===== config.mk =====
export PLATFORM = sky130hd
export DESIGN_NAME = bounded_keyed_array_list_core
export DESIGN_NICKNAME = d
export VERILOG_FILES = /design/src/rtl/bkal_pkg.sv /design/src/rtl/bkal_cell.sv /design/src/rtl/bounded_keyed_array_list_core.sv
export SDC_FILE = /design/constraint.sdc
export NUM_CORES = 1
export LEC_CHECK = 0
export BUFFER_PORTS_ARGS = -buffer_cell sky130_fd_sc_hd__buf_4
export CAP_MARGIN = 20
export CORE_MARGIN = 2
export CORE_UTILIZATION = 65
export DETAILED_ROUTE_END_ITERATION = 8
export PLACE_DENSITY = 0.83
export SETUP_SLACK_MARGIN = 0.3
export SYNTH_ARGS = -nofsm -noshare
export SYNTH_HDL_FRONTEND = slang
export SYNTH_SLANG_ARGS = --single-unit

===== constraint.sdc =====
create_clock -name clk -period 8.6 [get_ports clk]
set_input_delay 0.86 -clock clk [delete_from_list [all_inputs] [get_ports clk]]
set_output_delay 0.86 -clock clk [all_outputs]
set_load 0.05 [all_outputs]

===== src/rtl/bkal_pkg.sv =====
// Shared types and codes for the bounded keyed array list.
// Used by bkal_cell and bounded_keyed_array_list_core; depends on nothing.
package bkal_pkg;

	// Operation codes carried on the mode port.
	typedef enum logic [2:0] {
		MODE_APPEND = 3'd0,
		MODE_INSERT = 3'd1,
		MODE_FRONT  = 3'd2,
		MODE_FIND   = 3'd3,
		MODE_REMOVE = 3'd4,
		MODE_UPDATE = 3'd5,
		MODE_CLEAR  = 3'd6
	} mode_t;

	// Result status codes.
	typedef enum logic [1:0] {
		ST_OK      = 2'd0,
		ST_FULL    = 2'd1,
		ST_RANGE   = 2'd2,
		ST_MISSING = 2'd3
	} status_t;

	// Broadcast strobes from the control to every cell; at most one is set.
	typedef struct packed {
		logic ins_en; // open a slot at the insert target and load the new entry
		logic rm_en;  // close the slot of the first match
		logic upd_en; // overwrite the payload of every match
	} cell_ctrl_t;

endpackage


===== src/rtl/bkal_cell.sv =====
// One slot of the list: key and payload registers, key compare, neighbor shifting.
// Depends on bkal_pkg (cell_ctrl_t).
module bkal_cell #(
	parameter int IDX          = 0,
	parameter int KEY_BITS     = 16,
	parameter int PAYLOAD_BITS = 32,
	parameter int CW           = 4
) (
	input  logic                    clk,
	input  bkal_pkg::cell_ctrl_t    ctrl,
	input  logic [KEY_BITS-1:0]     new_key,
	input  logic [PAYLOAD_BITS-1:0] new_payload,
	input  logic [CW-1:0]           count,
	input  logic [CW-1:0]           ins_pos,
	input  logic [KEY_BITS-1:0]     left_key,
	input  logic [PAYLOAD_BITS-1:0] left_payload,
	input  logic [KEY_BITS-1:0]     right_key,
	input  logic [PAYLOAD_BITS-1:0] right_payload,
	input  logic                    seen_in,
	output logic [KEY_BITS-1:0]     key_q,
	output logic [PAYLOAD_BITS-1:0] payload_q,
	output logic                    seen_out,
	output logic                    first
);

	localparam logic [CW-1:0] IDX_C = CW'(IDX);

	logic live;
	logic match;
	logic at_or_past;

	assign live       = IDX_C < count;
	assign match      = live && (key_q == new_key);
	assign at_or_past = seen_in | match;
	assign seen_out   = at_or_past;
	assign first      = match & ~seen_in;

	always_ff @(posedge clk) begin
		if (ctrl.ins_en) begin
			if (IDX_C == ins_pos) begin
				key_q     <= new_key;
				payload_q <= new_payload;
			end else if (IDX_C > ins_pos && IDX_C <= count) begin
				key_q     <= left_key;
				payload_q <= left_payload;
			end
		end else if (ctrl.rm_en && at_or_past && (IDX_C + CW'(1)) < count) begin
			key_q     <= right_key;
			payload_q <= right_payload;
		end else if (ctrl.upd_en && match) begin
			payload_q <= new_payload;
		end
	end

endmodule


===== src/rtl/bounded_keyed_array_list_core.sv =====
// Top level of the bounded keyed array list: control, cell row, result registers.
// Depends on bkal_pkg and bkal_cell.
//
// A fixed-capacity ordered list of keyed entries kept in a row of CAPACITY
// slot cells. An item is taken when start is high and busy is low; busy stays
// low, so a new item may be offered in every cycle. Each item gives exactly
// one result, registered: done pulses for one cycle in the cycle after the
// item was taken, with status, hit_index, hit_payload and entry_count valid in
// that cycle only. The receiver cannot hold results off, so capture them on
// done. For each operation, every cell compares its key with the
// item's key and loads from its left or right neighbor in the same clock, and
// the first-match mark ripples along the row from slot 0. Results for back to
// back items come back to back. Full list makes append and
// both inserts report full; insert at position also needs the position below
// the count. Find, remove and update report not found when no held entry
// matches; update rewrites every match. Mode seven does nothing and reports
// ok. Slot contents come out of reset undefined; only slots below the count
// are ever looked at.
module bounded_keyed_array_list_core #(
	parameter int CAPACITY     = 8,
	parameter int KEY_BITS     = 16,
	parameter int PAYLOAD_BITS = 32
) (
	input  logic                        clk,
	input  logic                        arst_n,
	input  logic                        start,
	output logic                        busy,
	input  logic [2:0]                  mode,
	input  logic [KEY_BITS-1:0]         entry_key,
	input  logic [PAYLOAD_BITS-1:0]     entry_payload,
	input  logic [$clog2(CAPACITY)-1:0] insert_position,
	output logic                        done,
	output logic [1:0]                  status,
	output logic [$clog2(CAPACITY)-1:0] hit_index,
	output logic [PAYLOAD_BITS-1:0]     hit_payload,
	output logic [$clog2(CAPACITY+1)-1:0] entry_count
);

	localparam int IW = $clog2(CAPACITY);
	localparam int CW = $clog2(CAPACITY + 1);
	localparam logic [CW-1:0] CAP_C = CW'(CAPACITY);

	// cell row
	logic [KEY_BITS-1:0]     cell_key   [CAPACITY];
	logic [PAYLOAD_BITS-1:0] cell_pay   [CAPACITY];
	logic [CAPACITY:0]       seen_chain;
	logic [CAPACITY-1:0]     first_vec;

	// control
	logic                 accept;
	bkal_pkg::mode_t      op;
	bkal_pkg::cell_ctrl_t ctrl;
	logic [CW-1:0]        fill_q;
	logic [CW-1:0]        fill_d;
	logic [CW-1:0]        ins_pos;
	logic [CW-1:0]        pos_ext;
	logic                 full;
	logic                 found;
	logic [IW-1:0]        first_idx;
	logic [PAYLOAD_BITS-1:0] first_pay;
	bkal_pkg::status_t    st_d;
	logic [IW-1:0]        idx_d;
	logic [PAYLOAD_BITS-1:0] pay_d;

	// result registers
	logic                    done_q;
	bkal_pkg::status_t       status_q;
	logic [IW-1:0]           hit_index_q;
	logic [PAYLOAD_BITS-1:0] hit_payload_q;

	assign busy    = 1'b0;
	assign accept  = start && !busy;
	assign op      = bkal_pkg::mode_t'(mode);
	assign full    = (fill_q == CAP_C);
	assign pos_ext = CW'(insert_position);
	assign found   = seen_chain[CAPACITY];
	assign seen_chain[0] = 1'b0;

	// First match: one-hot over the row, encoded by OR of independent terms.
	always_comb begin
		first_idx = '0;
		first_pay = '0;
		for (int i = 0; i < CAPACITY; i++) begin
			if (first_vec[i]) begin
				first_idx = first_idx | IW'(i);
				first_pay = first_pay | cell_pay[i];
			end
		end
	end

	// Decode the item into cell strobes, next count and result fields.
	always_comb begin
		ctrl    = '0;
		ins_pos = fill_q;
		fill_d  = fill_q;
		st_d    = bkal_pkg::ST_OK;
		idx_d   = '0;
		pay_d   = '0;
		case (op)
			bkal_pkg::MODE_APPEND: begin
				if (full) begin
					st_d = bkal_pkg::ST_FULL;
				end else begin
					ctrl.ins_en = 1'b1;
					fill_d      = fill_q + CW'(1);
				end
			end
			bkal_pkg::MODE_INSERT: begin
				ins_pos = pos_ext;
				if (full) begin
					st_d = bkal_pkg::ST_FULL;
				end else if (pos_ext >= fill_q) begin
					st_d = bkal_pkg::ST_RANGE;
				end else begin
					ctrl.ins_en = 1'b1;
					fill_d      = fill_q + CW'(1);
				end
			end
			bkal_pkg::MODE_FRONT: begin
				ins_pos = '0;
				if (full) begin
					st_d = bkal_pkg::ST_FULL;
				end else begin
					ctrl.ins_en = 1'b1;
					fill_d      = fill_q + CW'(1);
				end
			end
			bkal_pkg::MODE_FIND: begin
				if (found) begin
					idx_d = first_idx;
					pay_d = first_pay;
				end else begin
					st_d = bkal_pkg::ST_MISSING;
				end
			end
			bkal_pkg::MODE_REMOVE: begin
				if (found) begin
					ctrl.rm_en = 1'b1;
					idx_d      = first_idx;
					fill_d     = fill_q - CW'(1);
				end else begin
					st_d = bkal_pkg::ST_MISSING;
				end
			end
			bkal_pkg::MODE_UPDATE: begin
				if (found) begin
					ctrl.upd_en = 1'b1;
				end else begin
					st_d = bkal_pkg::ST_MISSING;
				end
			end
			bkal_pkg::MODE_CLEAR: begin
				fill_d = '0;
			end
			default: begin
			end
		endcase
		if (!accept) begin
			ctrl = '0;
		end
	end

	// Row of slot cells; slot 0 has no left neighbor, the last none on the right.
	for (genvar g = 0; g < CAPACITY; g++) begin : g_cell
		logic [KEY_BITS-1:0]     lk;
		logic [PAYLOAD_BITS-1:0] lp;
		logic [KEY_BITS-1:0]     rk;
		logic [PAYLOAD_BITS-1:0] rp;

		if (g == 0) begin : g_left_edge
			assign lk = '0;
			assign lp = '0;
		end else begin : g_left
			assign lk = cell_key[g-1];
			assign lp = cell_pay[g-1];
		end

		if (g == CAPACITY - 1) begin : g_right_edge
			assign rk = cell_key[g];
			assign rp = cell_pay[g];
		end else begin : g_right
			assign rk = cell_key[g+1];
			assign rp = cell_pay[g+1];
		end

		bkal_cell #(
			.IDX          (g),
			.KEY_BITS     (KEY_BITS),
			.PAYLOAD_BITS (PAYLOAD_BITS),
			.CW           (CW)
		) u_cell (
			.clk           (clk),
			.ctrl          (ctrl),
			.new_key       (entry_key),
			.new_payload   (entry_payload),
			.count         (fill_q),
			.ins_pos       (ins_pos),
			.left_key      (lk),
			.left_payload  (lp),
			.right_key     (rk),
			.right_payload (rp),
			.seen_in       (seen_chain[g]),
			.key_q         (cell_key[g]),
			.payload_q     (cell_pay[g]),
			.seen_out      (seen_chain[g+1]),
			.first         (first_vec[g])
		);
	end

	always_ff @(posedge clk or negedge arst_n) begin
		if (!arst_n) begin
			fill_q <= '0;
			done_q <= 1'b0;
		end else begin
			done_q <= accept;
			if (accept) begin
				fill_q <= fill_d;
			end
		end
	end

	// result payload, qualified by done
	always_ff @(posedge clk) begin
		if (accept) begin
			status_q      <= st_d;
			hit_index_q   <= idx_d;
			hit_payload_q <= pay_d;
		end
	end

	assign done        = done_q;
	assign status      = status_q;
	assign hit_index   = hit_index_q;
	assign hit_payload = hit_payload_q;
	assign entry_count = fill_q;

	// count never exceeds the row
	a_count_bound: assert property (@(posedge clk) disable iff (!arst_n)
		fill_q <= CAP_C)
		else $error("entry count above capacity");

	// one result for each item taken, in the cycle after
	a_done_follows: assert property (@(posedge clk) disable iff (!arst_n)
		accept |=> done)
		else $error("result strobe missing after item");

	// at most one slot is marked as the first match
	a_first_onehot: assert property (@(posedge clk) disable iff (!arst_n)
		$onehot0(first_vec))
		else $error("more than one first match");

	// an item that fails leaves the count alone
	a_fail_holds: assert property (@(posedge clk) disable iff (!arst_n)
		(accept && (st_d == bkal_pkg::ST_MISSING || st_d == bkal_pkg::ST_FULL
			|| st_d == bkal_pkg::ST_RANGE)) |=> $stable(fill_q))
		else $error("count changed on failed item");

endmodule


# After elaboration in Yosys (flattened, before gate mapping)
# Index checks and enable logic that the tools add are counted.
word_totals:
  mem_count: 0
  wordCells: 297
  regBits: 426
  latchBits: 0
  ramBits: 0
  input_bits: 57
  rom_bits: 0
op_classes:
  order_cmp: 26
  n_shift: 0
  addsub: 2
  bitwise: 28
  mux: 104
  mul: 0
  n_reduce_logical: 81
  eq_ne: 35
  n_div: 0
op_table:
  columns: ["cell", "n"]
  rows:
  - ["$mux W32", 48]
  - ["$mux W16", 30]
  - ["$or A32 B32 Y32", 7]
  - ["$eq A16 B16 Y1", 8]
  - ["$logic_and A1 B1 Y1", 40]
  - ["$reduce_and A2 Y1", 17]
  - ["$ne A3 B1 Y1 const B", 8]
  - ["$reduce_bool A3 Y1", 7]
  - ["$reduce_bool A2 Y1", 9]
  - ["$eq A3 B4 Y1 const A", 4]
  - ["$gt A3 B4 Y1 const A", 4]
  - ["$le A3 B4 Y1 const A", 4]
  - ["$lt A3 B4 Y1 const A", 4]
  - ["$mux W4", 4]
  - ["$pmux W4 S4", 1]
  - ["$mux W3", 5]
  - ["$mux W2", 5]
  - ["$eq A3 B3 Y1 const B", 3]
  - ["$eq A2 B4 Y1 const A", 2]
  - ["$gt A1 B4 Y1 const A", 2]
  - ["$gt A2 B4 Y1 const A", 2]
  - ["$le A1 B4 Y1 const A", 2]
  - ["$le A2 B4 Y1 const A", 2]
  - ["$lt A1 B4 Y1 const A", 2]
  - ["other kinds (25)", 56]

# Logic depth before layout (Yosys ltp)
depth:
  ltp_word: 17
  mapped_depth: 14
  mapped_depth_nobuf: 10

# Cells and area by module
# Synthesis repeated with hierarchy kept, for this count alone.
unflattened:
  hier_cells: 3287
  area_unflattened_um2: 30434.2
modules_own_cells:
  columns: ["mod", "seq_area_each_um2", "cells_each", "instances", "area_each_um2"]
  rows:
  - ["bkal_cell at g_cell[1].u_cell", 1441.4, 395, 1, 3539.6]
  - ["bkal_cell at g_cell[3].u_cell", 1441.4, 392, 1, 3525.9]
  - ["bkal_cell at g_cell[0].u_cell", 1441.4, 408, 1, 3503.4]
  - ["bkal_cell at g_cell[5].u_cell", 1441.4, 367, 1, 3457.1]
  - ["bkal_cell at g_cell[4].u_cell", 1441.4, 360, 1, 3353.2]
  - ["bkal_cell at g_cell[6].u_cell", 1441.4, 362, 1, 3344.5]
  - ["bkal_cell at g_cell[7].u_cell", 1441.4, 350, 1, 3283.1]
  - ["bkal_cell at g_cell[2].u_cell", 1441.4, 348, 1, 3273.1]
  - ["bounded_keyed_array_list_core", 1236.2, 305, 1, 3154.3]

# Worst setup path after synthesis
# Ideal clock, no wire load.
synth_timing:
  path_type: "input to register"
  startpoint: "input entry_key[3]"
  endpoint: "register g_cell[2].u_cell.payload_q[0], enable pin"
  cell_stages: 9
  setup_time_ps: 439
  slack_ps: 3745
  arrival_ps: 4416
  cell_sequence: "buf_2 > xor2_1 > nor4_1 > nand4_1 > nor4_4 > o311ai_0 > clkbuf_1 > buf_2 > a32oi_1"
synth_via:
  elab_chain_cells: 16
synth_lines:
  columns: ["element", "line_no", "source"]
  rows:
  - ["start, declared", "bounded_keyed_array_list_core.sv:29", "input logic [KEY_BITS-1:0] entry_key,"]
  - ["$eq A16 B16 Y1", "bkal_cell.sv:33", "assign match = live && (key_q == new_key);"]
  - ["$logic_and A1 B1 Y1", "bkal_cell.sv:33", null]
  - ["$or A1 B1 Y1 (7 in a row)", "bkal_cell.sv:34", "assign at_or_past = seen_in | match;"]
  - ["$mux W1", "bounded_keyed_array_list_core.sv:137, bounded_keyed_array_list_core.sv:146", null]
  - ["$mux W1", "bounded_keyed_array_list_core.sv:99", "case (op)"]
  - ["$mux W3", "bounded_keyed_array_list_core.sv:158", "if (!accept) begin"]
  - ["$logic_and A1 B1 Y1 (2 in a row)", "bkal_cell.sv:47", "end else if (ctrl.rm_en && at_or_past && (IDX_C + CW'(1)) < count) begin"]
  - ["$reduce_bool A3 Y1 (no source line) *", null, null]
  - ["$reduce_and A2 Y1 (no source line) *", null, null]
  - ["end signal, assigned", "bkal_cell.sv:45", "payload_q <= left_payload;"]
  - ["end signal, assigned", "bkal_cell.sv:49", "payload_q <= right_payload;"]
  - ["end signal, assigned", "bkal_cell.sv:51", "payload_q <= new_payload;"]
  - ["end, declared", "bkal_cell.sv:21", "output logic [PAYLOAD_BITS-1:0] payload_q,"]
# Every way passes the cells marked *; elsewhere a longest branch is shown, timed or not.
# A chain may end at the register's enable or synchronous reset.

# Worst setup path in the final report
layout_timing:
  startpoint: "register fill_q[3] (netlist: entry_count[3])"
  endpoint: "register g_cell[4].u_cell.payload_q[20], enable pin"
layout_via:
  elab_chain_cells: 16
layout_lines:
  columns: ["element", "line_no", "source"]
  rows:
  - ["start, declared", "bounded_keyed_array_list_core.sv:53", "logic [CW-1:0] fill_q;"]
  - ["start signal, assigned", "bounded_keyed_array_list_core.sv:217", "fill_q <= fill_d;"]
  - ["$lt A1 B4 Y1", "bkal_cell.sv:32", "assign live = IDX_C < count;"]
  - ["$logic_and A1 B1 Y1", "bkal_cell.sv:33", null]
  - ["$or A1 B1 Y1 (7 in a row)", "bkal_cell.sv:34", null]
  - ["$mux W1", "bounded_keyed_array_list_core.sv:137, bounded_keyed_array_list_core.sv:146", null]
  - ["$mux W1", "bounded_keyed_array_list_core.sv:99", null]
  - ["$mux W3", "bounded_keyed_array_list_core.sv:158", null]
  - ["$logic_and A1 B1 Y1 (2 in a row)", "bkal_cell.sv:47", null]
  - ["$reduce_bool A3 Y1 (no source line)", null, null]
  - ["$reduce_and A2 Y1 (no source line) *", null, null]
  - ["end signal, assigned", "bkal_cell.sv:45", null]
  - ["end signal, assigned", "bkal_cell.sv:49", null]
  - ["end signal, assigned", "bkal_cell.sv:51", null]
  - ["end, declared", "bkal_cell.sv:21", null]
# Marks and branches as above.

==> metrics <==
final core utilization 72.46%; Reg area 12770 sq um; gr usage total 38.59%; Gate Count Post-Synth 2127; initial antenna violation count 3; status finished clean; mapped cell area 23940 sq um; final wirelength 74330 um; Multi-input gate area 10310 sq um; Slew Limit Headroom 24.25%; initial DRC count 3089; Primary FF master, synth edfxtp_1; Clk pwr share 31.4%; switching power 1.959 mW; Crit Path Class reg -> reg; Tmin final 5187 ps; Yosys reg bits 426; largest net degree at the start of global routing 132; synthesized area per cell 11.26 sq um; Clk pin slew, worst setup/hold paths 60 ps; Final nets 2175; final clock skew 34.82 ps; port bufs 98; post-DP HPWL 42750 um; Area growth syn-to-layout 10.26%; clk buf depth 3; Req. time, crit path 8810 ps; total power draw 6.105 mW; Distinct cells, synth 69; CTS buffer count 45; RSZ-0062 raised after global routing no; Post-CTS Resized 0; Core ar. 36430 sq um; worst vdd ir 0.0001800 V; Final Setup Violations 0; Post-synth EDFFs 421; design internal power 4.146 mW; DIE AREA 38390 sq um; Crit Path Max Fanout 65; H-tree level count 2; Min Hold Slack 58.84 ps; row cnt 70; via count 19349; Initial DRT Pass Iterations 6; PD cells 231.3 nW/um^2; Fin Setup TNS 0 ps; TritonCTS clock tree built; final RePlAce weighted congestion 0.9886; total grt overflow 0; Die W 195.9 um; maxcap violations 0; yosys warns 0; vias per cell 7.396; Slew @ Worst Pin 1136 ps; worst skew pair latency 610 ps; Switching Fraction 32.08%; Starting Density 65.71%; Highest Clock Rate 0.1928 GHz; sequential element share of the synthesized area 53.32%; Die Y-Extent 195.9 um; DRC errors left 0; Worst setup EP type flip-flop; Layout fillers 2508; Top Ports 100; startpoint types flip-flop; final worst path period share 60.32%; Net Count, Synth 2192; clock sink count 426; Leak 9.255 nW; # hold bufs at CTS 0; WP data arrival 5400 ps; Comb power frac 23.3%; first-pass GRT wire length 112600 um; vias in the first global route 18705; Final Hold Vio Count 0; max-slew violation count 0; Avg WL per Cell 28.41 um; Antenna Violating Nets Remaining 0; asr flop ratio synth 1.174%; Finished Cell Area 26400 sq um; Reg power frac 45.3%; placed inst area 24920 sq um; worst hold-check path type in -> async; root buffer cell clkbuf_16; Post-CTS Setup Bufs 0; share of layout cells above drive strength 1 14.31%
-- metal layers --
| metal | track usage (%) | vias up | wire length [um] |
|---|---|---|---|
| met5 | 0 | - | 13 |
| li1 | - | 8189 | - |
| met3 | 9.283 | 309 | 10220 |
| met2 | 58.92 | 1613 | 33520 |
| met4 | 18.13 | 2 | 3659 |
| met1 | 52.57 | 9236 | 26930 |
-- through the flow --
step                cells  worst slack [ps]
floorplan            2127              3745
global placement     2526              3544
detailed placement   2527              3472
CTS                  2610              3588
global route         2615              3320
finish               2616              3413
-- cell usage after synthesis, drive strengths merged, types with 6 or more instances --
library cell,count,area (sq um)
nor3b,34,260.3
buf,100,530.5
mux2i,130,1301
a21oi,53,269.0
o21ai,173,865.8
nand2,220,825.8
nor4,17,133.9
nand2b,6,37.54
and3,33,206.5
inv,42,157.7
nand4,16,100.1
nand3,12,65.06
o22ai,68,425.4
xor2,48,420.4
o2111ai,34,297.8
nor3,104,536.8
and2,6,37.54
clkbuf,111,416.7
ha,8,100.1
a31oi,34,212.7
a221o,96,960.9
mux2,51,574.3
xnor2,81,709.4
o21a,33,247.7
edfxtp,421,12640
nor2,32,148.9
a22o,81,709.4
a22oi,33,247.7
-- critical path, cell delays in order (launching register included) --
cell and delay, ps:
dfrtp_1 970, or2_1 480, o2111ai_1 260, nor4_4 170, buf_4 620, nor4b_4 230
buf_4 340, a21oi_4 160, buf_4 650, nor2_1 190, a21oi_4 160, buf_4 500
-- final timing paths --
path	from	endpoint	slack (ps)	cells past startpoint
worst min-delay path	arst_n	done	60	1
worst max-delay path	entry_count[3]	g_cell[4].u_cell.payload_q[20]	3410	11
worst min register to register	g_cell[6].u_cell.payload_q[21]	g_cell[5].u_cell.payload_q[21]	570	2
min in group clk	g_cell[6].u_cell.payload_q[21]	g_cell[5].u_cell.payload_q[21]	570	2
worst max register to register	entry_count[3]	g_cell[4].u_cell.payload_q[20]	3410	11
max in group asynchronous	arst_n	entry_count[3]	8420	1
-- final cells by class --
type | instances | share of cell area (%)
flip-flops and latches | 426 | 48.36
clock inverters | 30 | 0.9100
clock buffers | 53 | 4.379
well taps | 468 | 2.218
diodes | 2 | 0.01896
multi-input cells | 1448 | 39.06
inverters | 42 | 0.5972
repair buffers | 147 | 4.455
-- state kept, by name, summed over array words and instances (netlist names) --
register,flops
g_cell.u_cell.payload_q,256
g_cell.u_cell.key_q,128
hit_payload,32
entry_count,4
hit_index,3
status,2
done,1
-- placed cells by master (no fill, tap or decap), drive strengths merged, types with 3 or more instances in the layout --
cell type and n:
edfxtp 421, nand2 220, o21ai 173, buf 147, mux2i 130, nor3 104, a221o 96, xnor2 81
a22o 81, o22ai 68, a21oi 53, clkbuf 53, mux2 51, xor2 48, inv 45, o2111ai 34
nor3b 34, a31oi 34, a22oi 33, o21a 33, and3 33, nor2 32, clkinv 21, nor4 17
nand4 16, nand3 12, ha 8, nand2b 6, and2 6, dfrtp 5, or3 4, a21o 4
nor2b 3, a31o 3, bufinv 3, clkinvlp 3, a2bb2oi 3, or2 3, a32oi 3
-- cells by family (layout without fill, tap and decap cells) --
logic type / count (synthesis) / count (layout) / synth area share (%)
buffers and inverters: 253 / 272 / 4.614
AND/OR/NAND/NOR: 497 / 497 / 10.38
AO/OA/AOI/OAI: 632 / 632 / 18.70
multiplexers: 181 / 181 / 7.833
adder cells (fa/ha/maj): 8 / 8 / 0.4181
flip-flops: 426 / 426 / 53.32
other: 1 / 3 / 0.01566
XOR/XNOR: 129 / 129 / 4.719
-- power by group through the flow --
stage / Sequential [mW] / Combinational (mW) / Clock, mW
after CTS: 2.76 / 1.38 / 1.91
after global routing: 2.78 / 1.50 / 1.98
after global placement: 2.79 / 1.32 / 0
after detailed placement: 2.79 / 1.37 / 0
after floorplan: 2.77 / 0.924 / 0
final: 2.76 / 1.43 / 1.92
No activity file was read; power rests on OpenSTA's default activity.
